**src/hw/rtl/epd_pkg.sv**
```systemverilog
`timescale 1ns / 1ps

package epd_pkg;

  // Link framing bytes
  localparam logic [7:0] SYNC_BYTE = 8'hE0;
  localparam logic [7:0] MARK_BYTE = 8'hD0;
  localparam logic [7:0] ESC_SYNC  = 8'hDF;
  localparam logic [7:0] ESC_MARK  = 8'hCF;

  // Deframer phases
  localparam logic [1:0] PH_SEEK  = 2'd0;
  localparam logic [1:0] PH_ADDR  = 2'd1;
  localparam logic [1:0] PH_COUNT = 2'd2;
  localparam logic [1:0] PH_DATA  = 2'd3;

  // Result kinds
  localparam logic [2:0] K_START   = 3'd0;
  localparam logic [2:0] K_PAYLOAD = 3'd1;
  localparam logic [2:0] K_GOOD    = 3'd2;
  localparam logic [2:0] K_CSUM    = 3'd3;
  localparam logic [2:0] K_ESC     = 3'd4;
  localparam logic [2:0] K_ZERO    = 3'd5;

  typedef struct packed {
    logic [1:0] phase;
    logic       esc_pending;
    logic [7:0] running_sum;
    logic [7:0] held_address;
    logic [7:0] held_count;
    logic [7:0] bytes_seen;
  } epd_state_t;

  typedef struct packed {
    logic [2:0] kind;
    logic [7:0] payload_value;
    logic [7:0] node_address;
    logic [7:0] length_field;
    logic [7:0] expected_sum;
    logic [7:0] received_sum;
  } epd_res_t;

  // Packet state with everything cleared, phase left to the caller
  function automatic epd_state_t epd_cleared(input logic [1:0] ph);
    epd_state_t s;
    s = '0;
    s.phase = ph;
    return s;
  endfunction

endpackage

```
**src/hw/rtl/epd_ifs.sv**
```systemverilog
`timescale 1ns / 1ps

// Raw link byte channel
interface epd_in_if;
  logic       valid;
  logic       ready;
  logic [7:0] raw_byte;

  modport source (output valid, output raw_byte, input ready);
  modport sink   (input valid, input raw_byte, output ready);
endinterface

// Deframer result channel
interface epd_out_if;
  logic       valid;
  logic       ready;
  logic [2:0] kind;
  logic [7:0] payload_value;
  logic [7:0] node_address;
  logic [7:0] length_field;
  logic [7:0] expected_sum;
  logic [7:0] received_sum;

  modport source (output valid, output kind, output payload_value, output node_address,
                  output length_field, output expected_sum, output received_sum,
                  input ready);
  modport sink   (input valid, input kind, input payload_value, input node_address,
                  input length_field, input expected_sum, input received_sum,
                  output ready);
endinterface

```
**src/hw/rtl/epd_step.sv**
```systemverilog
`timescale 1ns / 1ps

// Per-byte deframing: next state and the optional result for one raw byte.
module epd_step
  import epd_pkg::*;
(
  input  epd_state_t st,
  input  logic [7:0] raw,
  output epd_state_t st_nxt,
  output logic       res_vld,
  output epd_res_t   res
);

  logic       take;
  logic [7:0] dec;
  logic [7:0] seen_inc;

  assign seen_inc = st.bytes_seen + 8'd1;

  always_comb begin
    st_nxt  = st;
    res_vld = 1'b0;
    res     = '0;
    take    = 1'b0;
    dec     = raw;

    if (raw == SYNC_BYTE) begin
      st_nxt = epd_cleared(PH_ADDR);
    end else if (st.phase == PH_SEEK) begin
      st_nxt = st;
    end else if (st.esc_pending) begin
      st_nxt.esc_pending = 1'b0;
      if (raw == ESC_SYNC) begin
        take = 1'b1;
        dec  = SYNC_BYTE;
      end else if (raw == ESC_MARK) begin
        take = 1'b1;
        dec  = MARK_BYTE;
      end else begin
        res_vld          = 1'b1;
        res.kind         = K_ESC;
        res.node_address = st.held_address;
        res.length_field = st.held_count;
        st_nxt           = epd_cleared(PH_SEEK);
      end
    end else if (raw == MARK_BYTE) begin
      st_nxt.esc_pending = 1'b1;
    end else begin
      take = 1'b1;
    end

    if (take) begin
      case (st.phase)
        PH_ADDR: begin
          st_nxt.held_address = dec;
          st_nxt.running_sum  = dec;
          st_nxt.phase        = PH_COUNT;
        end
        PH_COUNT: begin
          res_vld          = 1'b1;
          res.node_address = st.held_address;
          if (dec == 8'd0) begin
            res.kind         = K_ZERO;
            res.length_field = st.held_count;
            st_nxt           = epd_cleared(PH_SEEK);
          end else begin
            res.kind           = K_START;
            res.length_field   = dec;
            st_nxt.held_count  = dec;
            st_nxt.running_sum = st.running_sum + dec;
            st_nxt.bytes_seen  = 8'd0;
            st_nxt.phase       = PH_DATA;
          end
        end
        PH_DATA: begin
          res_vld          = 1'b1;
          res.node_address = st.held_address;
          res.length_field = st.held_count;
          if (seen_inc < st.held_count) begin
            res.kind           = K_PAYLOAD;
            res.payload_value  = dec;
            st_nxt.running_sum = st.running_sum + dec;
            st_nxt.bytes_seen  = seen_inc;
          end else begin
            // last byte is the checksum
            res.kind         = (st.running_sum == dec) ? K_GOOD : K_CSUM;
            res.expected_sum = st.running_sum;
            res.received_sum = dec;
            st_nxt           = epd_cleared(PH_SEEK);
          end
        end
        default: begin
          st_nxt = st;
        end
      endcase
    end
  end

endmodule

```
**src/hw/rtl/escaped_packet_deframer_unit.sv**
```systemverilog
`timescale 1ns / 1ps

// Escaped packet deframer. Takes one raw link byte per beat on in_byte and
// gives at most one result beat on out_res: a start beat once a nonzero count
// is seen, one beat per decoded payload byte, then an end beat (good,
// checksum fail, bad escape or zero count). Sync 0xE0 restarts framing at any
// point without an end beat; 0xD0 escapes the next byte (0xDF -> 0xE0,
// 0xCF -> 0xD0). Payload beats are tentative until the end beat arrives.
// Throughput is one byte per clock while out_res does not stall: the per-byte
// update is 8-bit adds and compares between the input and result registers.
// A result passes the input register, then the result register; bytes with no
// result retire in the cycle after acceptance. Both sides may stall freely.
module escaped_packet_deframer_unit
  import epd_pkg::*;
(
  input  logic            clk,
  input  logic            rst_n,
  epd_in_if.sink          in_byte,
  epd_out_if.source       out_res
);

  // Input register stage
  logic       in_v_r;
  logic [7:0] in_r;

  // Packet state
  epd_state_t st_r;
  epd_state_t st_nxt;

  // Result register
  logic       out_v_r;
  epd_res_t   out_r;

  logic       res_vld;
  epd_res_t   res;
  logic       out_free;
  logic       adv;

  epd_step u_step (
    .st      (st_r),
    .raw     (in_r),
    .st_nxt  (st_nxt),
    .res_vld (res_vld),
    .res     (res)
  );

  // The held byte retires when it makes no result or the result register
  // is empty or being drained this cycle.
  assign out_free = !out_v_r || out_res.ready;
  assign adv      = in_v_r && (!res_vld || out_free);

  assign in_byte.ready = !in_v_r || adv;

  always_ff @(posedge clk) begin
    if (!rst_n) begin
      in_v_r  <= 1'b0;
      out_v_r <= 1'b0;
      st_r    <= epd_cleared(PH_SEEK);
    end else begin
      if (in_byte.ready) begin
        in_v_r <= in_byte.valid;
      end
      if (adv) begin
        st_r <= st_nxt;
      end
      if (adv && res_vld) begin
        out_v_r <= 1'b1;
      end else if (out_res.ready) begin
        out_v_r <= 1'b0;
      end
    end
  end

  // Payload registers: no reset
  always_ff @(posedge clk) begin
    if (in_byte.ready && in_byte.valid) begin
      in_r <= in_byte.raw_byte;
    end
    if (adv && res_vld) begin
      out_r <= res;
    end
  end

  assign out_res.valid         = out_v_r;
  assign out_res.kind          = out_r.kind;
  assign out_res.payload_value = out_r.payload_value;
  assign out_res.node_address  = out_r.node_address;
  assign out_res.length_field  = out_r.length_field;
  assign out_res.expected_sum  = out_r.expected_sum;
  assign out_res.received_sum  = out_r.received_sum;

endmodule

```
**src/flat_wrapper.sv**
```systemverilog
// flat-port wrapper written by rule: the top's interface ports become plain ports
module escaped_packet_deframer_unit_flat import epd_pkg::*;
  (clk, rst_n, in_byte_valid, in_byte_raw_byte, in_byte_ready, out_res_valid, out_res_kind, out_res_payload_value, out_res_node_address, out_res_length_field, out_res_expected_sum, out_res_received_sum, out_res_ready);
  epd_in_if in_byte_i ();
  epd_out_if out_res_i ();
  input  logic clk;
  input  logic rst_n;
  input wire logic [$bits(in_byte_i.valid)-1:0] in_byte_valid;
  input wire logic [$bits(in_byte_i.raw_byte)-1:0] in_byte_raw_byte;
  output wire logic [$bits(in_byte_i.ready)-1:0] in_byte_ready;
  output wire logic [$bits(out_res_i.valid)-1:0] out_res_valid;
  output wire logic [$bits(out_res_i.kind)-1:0] out_res_kind;
  output wire logic [$bits(out_res_i.payload_value)-1:0] out_res_payload_value;
  output wire logic [$bits(out_res_i.node_address)-1:0] out_res_node_address;
  output wire logic [$bits(out_res_i.length_field)-1:0] out_res_length_field;
  output wire logic [$bits(out_res_i.expected_sum)-1:0] out_res_expected_sum;
  output wire logic [$bits(out_res_i.received_sum)-1:0] out_res_received_sum;
  input wire logic [$bits(out_res_i.ready)-1:0] out_res_ready;
  assign in_byte_i.valid = in_byte_valid;
  assign in_byte_i.raw_byte = in_byte_raw_byte;
  assign in_byte_ready = in_byte_i.ready;
  assign out_res_valid = out_res_i.valid;
  assign out_res_kind = out_res_i.kind;
  assign out_res_payload_value = out_res_i.payload_value;
  assign out_res_node_address = out_res_i.node_address;
  assign out_res_length_field = out_res_i.length_field;
  assign out_res_expected_sum = out_res_i.expected_sum;
  assign out_res_received_sum = out_res_i.received_sum;
  assign out_res_i.ready = out_res_ready;
  escaped_packet_deframer_unit u_core (.clk(clk), .rst_n(rst_n), .in_byte(in_byte_i), .out_res(out_res_i));
endmodule
```
**config.mk**
```make
export PLATFORM = sky130hd
export DESIGN_NAME = escaped_packet_deframer_unit_flat
export DESIGN_NICKNAME = d
export VERILOG_FILES = /design/src/hw/rtl/epd_pkg.sv /design/src/hw/rtl/epd_ifs.sv /design/src/hw/rtl/epd_step.sv /design/src/hw/rtl/escaped_packet_deframer_unit.sv /design/src/flat_wrapper.sv
export SDC_FILE = /design/constraint.sdc
export NUM_CORES = 1
export LEC_CHECK = 0
export ABC_AREA = 1
export BUFFER_PORTS_ARGS = -buffer_cell sky130_fd_sc_hd__buf_2
export CAP_MARGIN = 20
export CORE_UTILIZATION = 60
export DETAILED_ROUTE_END_ITERATION = 12
export GPL_TIMING_DRIVEN = 0
export PLACE_DENSITY = 0.88
export SLEW_MARGIN = 10
export SYNTH_ARGS = -nofsm -noshare
export SYNTH_HDL_FRONTEND = slang
export SYNTH_SLANG_ARGS = --single-unit
```
**constraint.sdc**
```tcl
create_clock -name clk -period 5.7 [get_ports clk]
set_input_delay 1.14 -clock clk [delete_from_list [all_inputs] [get_ports clk]]
set_output_delay 1.14 -clock clk [all_outputs]
set_load 0.05 [all_outputs]
```
==> results of run 1 <==
-- where the power goes --
| group | internal [W] | leakage, nW | switching (W) | total, W |
|---|---|---|---|---|
| combinational | 0.0000884 | 1.42 | 0.000228 | 0.000316 |
| clock | 0.000165 | 0.0879 | 0.000241 | 0.000406 |
| sequential | 0.000695 | 0.746 | 0.0000165 | 0.000711 |
| total | 0.000948 | 2.25 | 0.000486 | 0.00143 |
-- area by class of cell --
cell class	count	area, um2
fill	622	2330
timing repair buffer	56	280
tap	102	128
clock inverter	6	51.3
sequential	88	2270
buffer	14	75.1
inverter	81	304
clock buffer	10	128
multi-input combinational	411	2200
-- worst paths after layout --
path                                          to  slack [ns]
setup / recovery                   in_byte_ready        2.29
hold / removal                    u_core.st_r[7]        0.49
setup reg to reg  u_core.out_res.received_sum[0]        2.54
hold reg to reg                   u_core.st_r[7]        0.49
-- sequential cells by signal, indices dropped and copies added (netlist names) --
| register | cells |
|---|---|
| u_core.in_r | 8 |
| u_core.in_v_r | 1 |
| u_core.out_res.expected_sum | 8 |
| u_core.out_res.kind | 3 |
| u_core.out_res.length_field | 8 |
| u_core.out_res.node_address | 8 |
| u_core.out_res.payload_value | 8 |
| u_core.out_res.received_sum | 8 |
| u_core.out_res.valid | 1 |
| u_core.st_r | 35 |
-- per-layer routing --
layer	global-route usage	vias up
met5	0	-
met4	0.141	0
met3	0.0473	50
met2	0.466	277
met1	0.368	1961
li1	-	2054
-- worst max-delay path, stage by stage (launching register included) --
cell and delay [ns]:
dfxtp_1 0.33, inv_1 0.12, ha_1 0.17, buf_2 0.21, nor2_1 0.08, inv_1 0.22, nand4_4 0.23, nand2_4 0.17
nand3_1 0.12, buf_2 0.25
-- through the flow --
step	power [W]	std cells	cell area [um2]
global placement	0.00102	752	5260
global route	0.00149	768	5440
CTS	0.00143	768	5440
detailed placement	0.00103	752	5260
finish	0.00143	768	5440
floorplan	0.000959	594	4850
-- cells by family after synthesis --
kind of cell	Yosys count
DFF	88
AOI/OAI and AO/OA	98
xor gates and xnor gates	12
and+or+nand+nor	281
buffers and inverters	95
adders and majority gates	20
-- placed cells by master, fill, tap and decap left out, drive strengths merged, types with 2 or more instances in the layout --
cell type	count
nand2	137
nor2	105
inv	84
a21oi	65
buf	61
edfxtp	51
dfxtp	37
nand3	28
o21ai	21
ha	19
clkbuf	19
xor2	9
o21bai	8
nand4	5
xnor2	3
nor3	3
nand3b	2
clkinv	2
==> impl_metrics.ini, run 1 <==
[cts]
ctsResizeCount = 0
root_buffer = clkbuf_8
cts_max_path_buffers = 2
clock_sinks = 88
insertion_delay_ns = 0.37
cts_tree = done
cts_setup_buffers = 0
cts_max_level = 3
numCtsBuffers = 9
path_clk_slew_ns = 0.09
hold_buffers = 0

[drt]
drtIter0Drc = 353
avgRoutedWirePerCell_um = 14.9
route.detailed.drc = 0
routed_via_density = 5.65
num_vias = 4342
dr_wl_met2_um = 5380
met1_length_um = 4670
route.top_layer_used = met4
routed-wl-met3_um = 1030
wirelength_um = 11500
dr.pass1.iters = 5
antenna_left = 0

[sta]
finalSetupViolations = 0
period_share = 0.599
finalSetupTns_ns = 0
slew_viol_final = 0
max_clock_freq_ghz = 0.293
skew_ns = 0.0122
worst_pin_slew_ns = 0.871
hold_viol = 0
layout_setup_ws_ns = 2.29
relSlewSlack = 0.420
rsz0062_at_grt = false
finalCriticalPeriod_ns = 3.41
fin_hold_ws_ns = 0.486

[synth]
synth_xor_area_frac = 0.0217
synth_edf_count = 51
ys.flop_type = edfxtp_1
yosys.area_share.simple = 0.266
synth_adder_area_share = 0.0531
synth-seq-cells = 88
synth.avg_cell_area_um2 = 8.17
yosysTopAreaCell = edfxtp_1
syn-cell-area_um2 = 4850
synth_top_family_by_area = simple AND/OR/NAND/NOR gates
synth_commonest_cells = nand2_1, nor2_1, inv_1, a21oi_1, edfxtp_1
synthCells = 594
synth_area_leaders = edfxtp_1, dfxtp_1, nand2_1
synth_cell_types = 39
yosys_warnings = 0
synth-compound-area-share = 0.113
yosysTopAreaCellShare = 0.316
yosys.cell_count.top_type = nand2_1
async_reset_ff_frac = 0
synthesis.nets = 626
synth.area.mux_share = 0
ys_seq_area_frac = 0.468

[finish]
nNetsFinal = 693
final_core_util = 0.700
drive_gt1_frac = 0.179
area_growth_pct = 12.1
antennaDiodeCount = 0

[global_route]
grt_pass1_vias = 3972
grt_pass1_wl_um = 18500
grt_max_degree = 45
antenna_found_initial = 0
grt_overflow_total = 0
track_usage = 0.286

[worst_setup_path]
endpoint_kind = output pin
rr_startpoint = u_core.st_r[0]
path_max_fanout = 8
rr_worst_depth = 13
startpoint_type = flop
crit_type = flop to output pin
arrival_ns = 2.27
cp.required_ns = 4.56
startpoint = u_core.st_r[33]

[placement]
portBuffers = 56
place_congestion = 0.952
place_hpwl_um = 8530
place_ws_ns = 2.54

[min_path]
hold_depth = 2
hold_path_class = flop to flop
min_from = u_core.st_r[7]

[die]
initial_core_util = 0.625
io_pins = 57
die_h_um = 91.9
core_um2 = 7770
fp.dieW_um = 91.9
dieArea_um2 = 8450
rows = 32

[power_and_ir_drop]
leakagePower_nw = 2.25
power.density_nw_per_um2 = 264
ir_worst_vdd_mv = 0.110

[flow_run]
cap_violations = 0

[run_status]
outcome = complete, no violations
Note: power is estimated with default switching activity, not from simulation.
==> run 2: changes to the inputs <==
--- a/config.mk
+++ b/config.mk
@@ -8,10 +8,10 @@
 export ABC_AREA = 1
 export BUFFER_PORTS_ARGS = -buffer_cell sky130_fd_sc_hd__buf_2
 export CAP_MARGIN = 20
-export CORE_UTILIZATION = 60
+export CORE_UTILIZATION = 53
 export DETAILED_ROUTE_END_ITERATION = 12
 export GPL_TIMING_DRIVEN = 0
-export PLACE_DENSITY = 0.88
+export PLACE_DENSITY = 0.82
 export SLEW_MARGIN = 10
 export SYNTH_ARGS = -nofsm -noshare
 export SYNTH_HDL_FRONTEND = slang
==> constraint.sdc (replaced) <==
create_clock -name clk -period 3 [get_ports clk]
set_input_delay 0.6 -clock clk [delete_from_list [all_inputs] [get_ports clk]]
set_output_delay 0.6 -clock clk [all_outputs]
set_load 0.05 [all_outputs]
==> impl_metrics.ini, run 2 (same netlist as run 1, synthesis figures left out) <==
[run_status]
outcome = finished, violations left
violations = design-rule violations

[sta]
finalSetupViolations = 0
rsz0062_at_grt = true
skew_ns = 0.0204
worst_pin_slew_ns = 0.592
period_share = 0.941
max_clock_freq_ghz = 0.354
relSlewSlack = 0.605
finalCriticalPeriod_ns = 2.82
hold_viol = 0
slew_viol_final = 0
fin_hold_ws_ns = 0.398

[placement]
place_hpwl_um = 8660
place_congestion = 0.996
dp_cells = 759
portBuffers = 56

[cts]
clock_sinks = 88
numCtsBuffers = 9
cts_max_path_buffers = 2
root_buffer = clkbuf_8
cts_max_level = 3
insertion_delay_ns = 0.37
path_clk_slew_ns = 0.10
cts_tree = done
hold_buffers = 0

[global_route]
antenna_found_initial = 0
grt_max_degree = 36
track_usage = 0.251
grt_overflow_total = 0
grt_pass1_vias = 4004
grt_pass1_wl_um = 18700

[drt]
routed_via_density = 5.51
drtIter0Drc = 368
dr.pass1.iters = 9
antenna_left = 0
wirelength_um = 11500
route.detailed.drc = 10
num_vias = 4273
avgRoutedWirePerCell_um = 14.8

[power_and_ir_drop]
p_seq_frac = 0.493
clkPwrFrac = 0.283
swShare = 0.339
ir_worst_vdd_mv = 0.248
intPower_w = 0.00181
leakagePower_nw = 2.28
power.density_nw_per_um2 = 497
p_sw_w = 0.000928
pwr-share-comb = 0.225

[finish]
regArea_um2 = 2270
multi_input_area_um2 = 2240
fillers = 735
largest_reg_flops = 35
final_common_cell = nand2_1
drive_gt1_frac = 0.196
antennaDiodeCount = 0
regMostFlops = u_core.st_r
area_growth_pct = 13.7
final_cell_mix = nand2_1, nor2_1, inv_1
instances_no_fill = 776
nNetsFinal = 695

[worst_setup_path]
worstPathCellList = inv_1, ha_4, inv_2, nand2_1, inv_1, nand2_1, inv_1, nand2_1, nand2_2, nor2_4, ha_1, inv_1, fa_1, o21ai_2, xor2_1, inv_1, nand3_1, nand3_1, nand3_2, a21oi_2
crit_top_cell = inv_1
arrival_ns = 3.07
rr_startpoint = u_core.st_r[34]
cp.required_ns = 3.24
regToRegEndpoint = u_core.st_r[28]
crit_type = flop to flop
rr_worst_depth = 20
startpoint_type = flop
endpoint_kind = flop
path_max_fanout = 5
slowest_delay_ns = 0.45
rrSetupSlack_ns = 0.18
startpoint = u_core.st_r[34]
slowest_stage = fa_1

[die]
io_pins = 57
initial_core_util = 0.551
core_um2 = 8810
dieArea_um2 = 9540
fp.dieW_um = 97.7
die_h_um = 97.7
rows = 34

[min_path]
hold_path_class = input port to flop
holdPathEnd = u_core.in_r[6]
min_from = in_byte_raw_byte[6]
hold_depth = 1

[flow_run]
cap_violations = 0
## run 2: cell count changes in the layout (fill, tap and decap cells not counted), sizes merged
cell    delta
buf        +4
clkbuf     -2
## run 2: through the flow
stage	worst slack, ns	utilization	area [um2]	power [W]	setup TNS, ns
floorplan	0.315	-	4850	0.00182	0
global placement	-0.177	0.598	5270	0.00194	-7.43
detailed placement	-0.123	0.600	5290	0.00196	-1.27
CTS	0.0165	0.622	5480	0.00272	0
global route	-0.0374	0.626	5520	0.00285	-0.132
finish	0.176	0.626	5520	0.00274	0
## run 2: timing repair
| action | 4_1_cts | 5_1_grt |
|---|---|---|
| gates resized for setup | 4 | 10 |
| endpoints found under the hold margin | 0 | 0 |
| setup endpoints to repair | 22 | 39 |
| buffers inserted | 1 | 1 |
| pin swaps | 0 | 0 |
## run 2: routing by layer
layer	part of all wire	GRT usage
met1	0.42	0.327
met2	0.47	0.402
met3	0.073	0.0338
met4	0.038	0.140
met5	0	0
## run 2: power by group through the flow
stage,registers [W],logic (W),clock network [W]
5_1_grt,0.00135,0.000675,0.000823
3_3_place_gp,0.00138,0.000564,0
2_1_floorplan,0.00142,0.000403,0
3_5_place_dp,0.00138,0.000584,0
4_1_cts,0.00135,0.000589,0.000781
6_report,0.00135,0.000615,0.000775
## run 2: final cells by class
type	instances	area share
clock buffers	10	0.0231
clock inverters	6	0.00930
well taps	108	0.0245
inverters	81	0.0551
flip-flops and latches	88	0.412
repair buffers	59	0.0572
plain buffers	13	0.0132
multi-input cells	411	0.405
## run 2: worst max-delay path by stage
stage	to	slack (ns)	depth (start not counted)
finish	u_core.st_r[28]	0.18	20
detailed placement	u_core.out_res.received_sum[0]	-0.12	13
global placement	u_core.out_res.received_sum[0]	-0.18	10
global route	u_core.out_res.received_sum[6]	-0.04	12
floorplan	u_core.out_res.expected_sum[0]	0.32	10
CTS	u_core.st_r[28]	0.02	20
## run 2: worst max-delay path: cells and delay by family, from the launching register on
family / cells / cell delay, ns
fa+ha+maj: 3 / 0.79
xor+xnor: 1 / 0.21
buf+inv: 6 / 0.41
flops: 1 / 0.36
simple gates: 8 / 0.69
compound gates: 2 / 0.25
==> run 3: changes to the inputs <==
--- a/config.mk
+++ b/config.mk
@@ -12,6 +12,7 @@
 export DETAILED_ROUTE_END_ITERATION = 12
 export GPL_TIMING_DRIVEN = 0
 export PLACE_DENSITY = 0.82
+export SETUP_SLACK_MARGIN = 0.4
 export SLEW_MARGIN = 10
 export SYNTH_ARGS = -nofsm -noshare
 export SYNTH_HDL_FRONTEND = slang
==> constraint.sdc (replaced) <==
create_clock -name clk -period 3 [get_ports clk]
set_input_delay 0.9 -clock clk [delete_from_list [all_inputs] [get_ports clk]]
set_output_delay 0.9 -clock clk [all_outputs]
set_load 0.05 [all_outputs]
==> impl_metrics.ini, run 3 (same netlist as run 1, synthesis figures left out) <==
[die]
core_um2 = 8810
io_pins = 57
initial_core_util = 0.551
fp.dieW_um = 97.7
die_h_um = 97.7
rows = 34
dieArea_um2 = 9540

[sta]
slew_viol_final = 0
max_clock_freq_ghz = 0.370
finalSetupTns_ns = 0
skew_ns = 0.0170
finalSetupViolations = 0
finalCriticalPeriod_ns = 2.70
period_share = 0.902
layout_setup_ws_ns = 0.295
rsz0062_at_grt = true
relSlewSlack = 0.585
hold_viol = 0
worst_pin_slew_ns = 0.623

[finish]
final_common_cell = nand2_1
instances_no_fill = 811
antennaDiodeCount = 0
fillers = 623
regArea_um2 = 2300
area_growth_pct = 25.6
nNetsFinal = 730
final_core_util = 0.692
largest_reg_flops = 35
final_cell_mix = nand2_1, nor2_1, inv_1
regMostFlops = u_core.st_r
multi_input_area_um2 = 2490
drive_gt1_frac = 0.324

[worst_setup_path]
path_max_fanout = 4
rrSetupSlack_ns = 0.33
worst_path_dominant_cell_family = buffers and inverters
regToRegEndpoint = u_core.st_r[28]
startpoint_type = flop
crit_type = flop to output pin
cp.required_ns = 2.10
rr_worst_depth = 19
endpoint_kind = output pin
critical_path_buf_inv_count = 3
arrival_ns = 1.80
rr_startpoint = u_core.st_r[33]
slowest_stage = dfxtp_2
worstPathCellList = inv_4, ha_4, buf_4, a21oi_4, nand4_4, nand2_4, nand3_4, buf_8
slowest_delay_ns = 0.37

[cts]
cts_max_path_buffers = 2
insertion_delay_ns = 0.38
root_buffer = clkbuf_8
numCtsBuffers = 9
cts_tree = done
clock_sinks = 88
cts_max_level = 3
path_clk_slew_ns = 0.09

[power_and_ir_drop]
ir_worst_vdd_mv = 0.234
intPower_w = 0.00189
pwr-share-comb = 0.259
swShare = 0.348
clkPwrFrac = 0.274
p_sw_w = 0.00101
leakagePower_nw = 2.48
p_seq_frac = 0.467
power.density_nw_per_um2 = 476

[placement]
place_congestion = 1.02
place_ws_ns = -0.0445
place_hpwl_um = 8460
portBuffers = 56
dp_cells = 758

[global_route]
antenna_found_initial = 0
grt_pass1_vias = 4066
grt_max_degree = 23
grt_pass1_wl_um = 19300
grt_overflow_total = 0
track_usage = 0.258

[run_status]
violations = design-rule violations
outcome = finished, violations left

[drt]
route.detailed.drc = 15
routed_via_density = 5.79
antenna_left = 0
num_vias = 4694
avgRoutedWirePerCell_um = 17.2
wirelength_um = 13900
dr.pass1.iters = 12
drtIter0Drc = 475

[min_path]
holdPathEnd = u_core.st_r[5]
hold_depth = 2
min_from = u_core.st_r[5]
hold_path_class = flop to flop

[flow_run]
cap_violations = 0
[run 3: cell types whose count changed in the layout (fill, tap and decap cells not counted), sizes merged]
cell and delta:
clkinvlp +3, inv -2, buf +34
[run 3: what timing repair did]
action,CTS,global route
setup buffers,10,26
resized for setup,34,78
setup endpoints to repair,104,87
endpoints found under the hold margin,0,0
cloned,1,0
hold buffers,0,0
pin swaps,5,37
[run 3: worst max-delay path by stage]
| stage | end | cells after the start | startpoint | slack, ns |
|---|---|---|---|---|
| 6_report | in_byte_ready | 8 | u_core.st_r[33] | 0.30 |
| 3_5_place_dp | u_core.out_res.received_sum[4] | 13 | u_core.st_r[0] | -0.04 |
| 4_1_cts | in_byte_ready | 8 | u_core.in_r[1] | 0.22 |
| 3_3_place_gp | u_core.out_res.received_sum[0] | 13 | u_core.st_r[0] | 0.07 |
| 2_1_floorplan | in_byte_ready | 2 | out_res_ready | 0.41 |
| 5_1_grt | in_byte_ready | 9 | u_core.st_r[33] | 0.23 |
[run 3: power by group through the flow]
stage	clock [W]	combinational (W)	sequential, W
2_1_floorplan	0	0.000404	0.00142
3_3_place_gp	0	0.000566	0.00138
3_5_place_dp	0	0.000585	0.00138
4_1_cts	0.000794	0.000623	0.00135
5_1_grt	0.000845	0.000798	0.00136
6_report	0.000793	0.000752	0.00135
[run 3: per-layer routing]
metal,GRT usage,routed length (um),up-vias,share of wire
met4,0.143,712,0,0.051
met3,0.0496,1240,71,0.089
met2,0.417,6650,322,0.48
met5,0,0,-,0
met1,0.326,5340,2173,0.38
li1,-,-,2128,-
[run 3: stage by stage]
step           instance area [um2]  total power [W]  hold WS, ns
6_report                      6090          0.00290        0.491
5_1_grt                       6090          0.00300        0.528
4_1_cts                       5650          0.00277        0.488
3_5_place_dp                  5270          0.00196        0.475
3_3_place_gp                  5270          0.00194        0.467
2_1_floorplan                 4850          0.00182        0.453
[run 3: tightest hold or removal path, cell delays in order (launching register included)]
cell and delay (ns):
dfxtp_2 0.35, nand2_1 0.06, a21oi_1 0.05
[run 3: cell type report]
type / count / area share
plain buffers: 14 / 0.0154
clock buffers: 10 / 0.0226
clock inverters: 6 / 0.00821
inverters: 81 / 0.0517
multi-input cells: 411 / 0.409
flip-flops and latches: 88 / 0.377
well taps: 108 / 0.0222
repair buffers: 92 / 0.0932
repair inverters: 1 / 0.00123
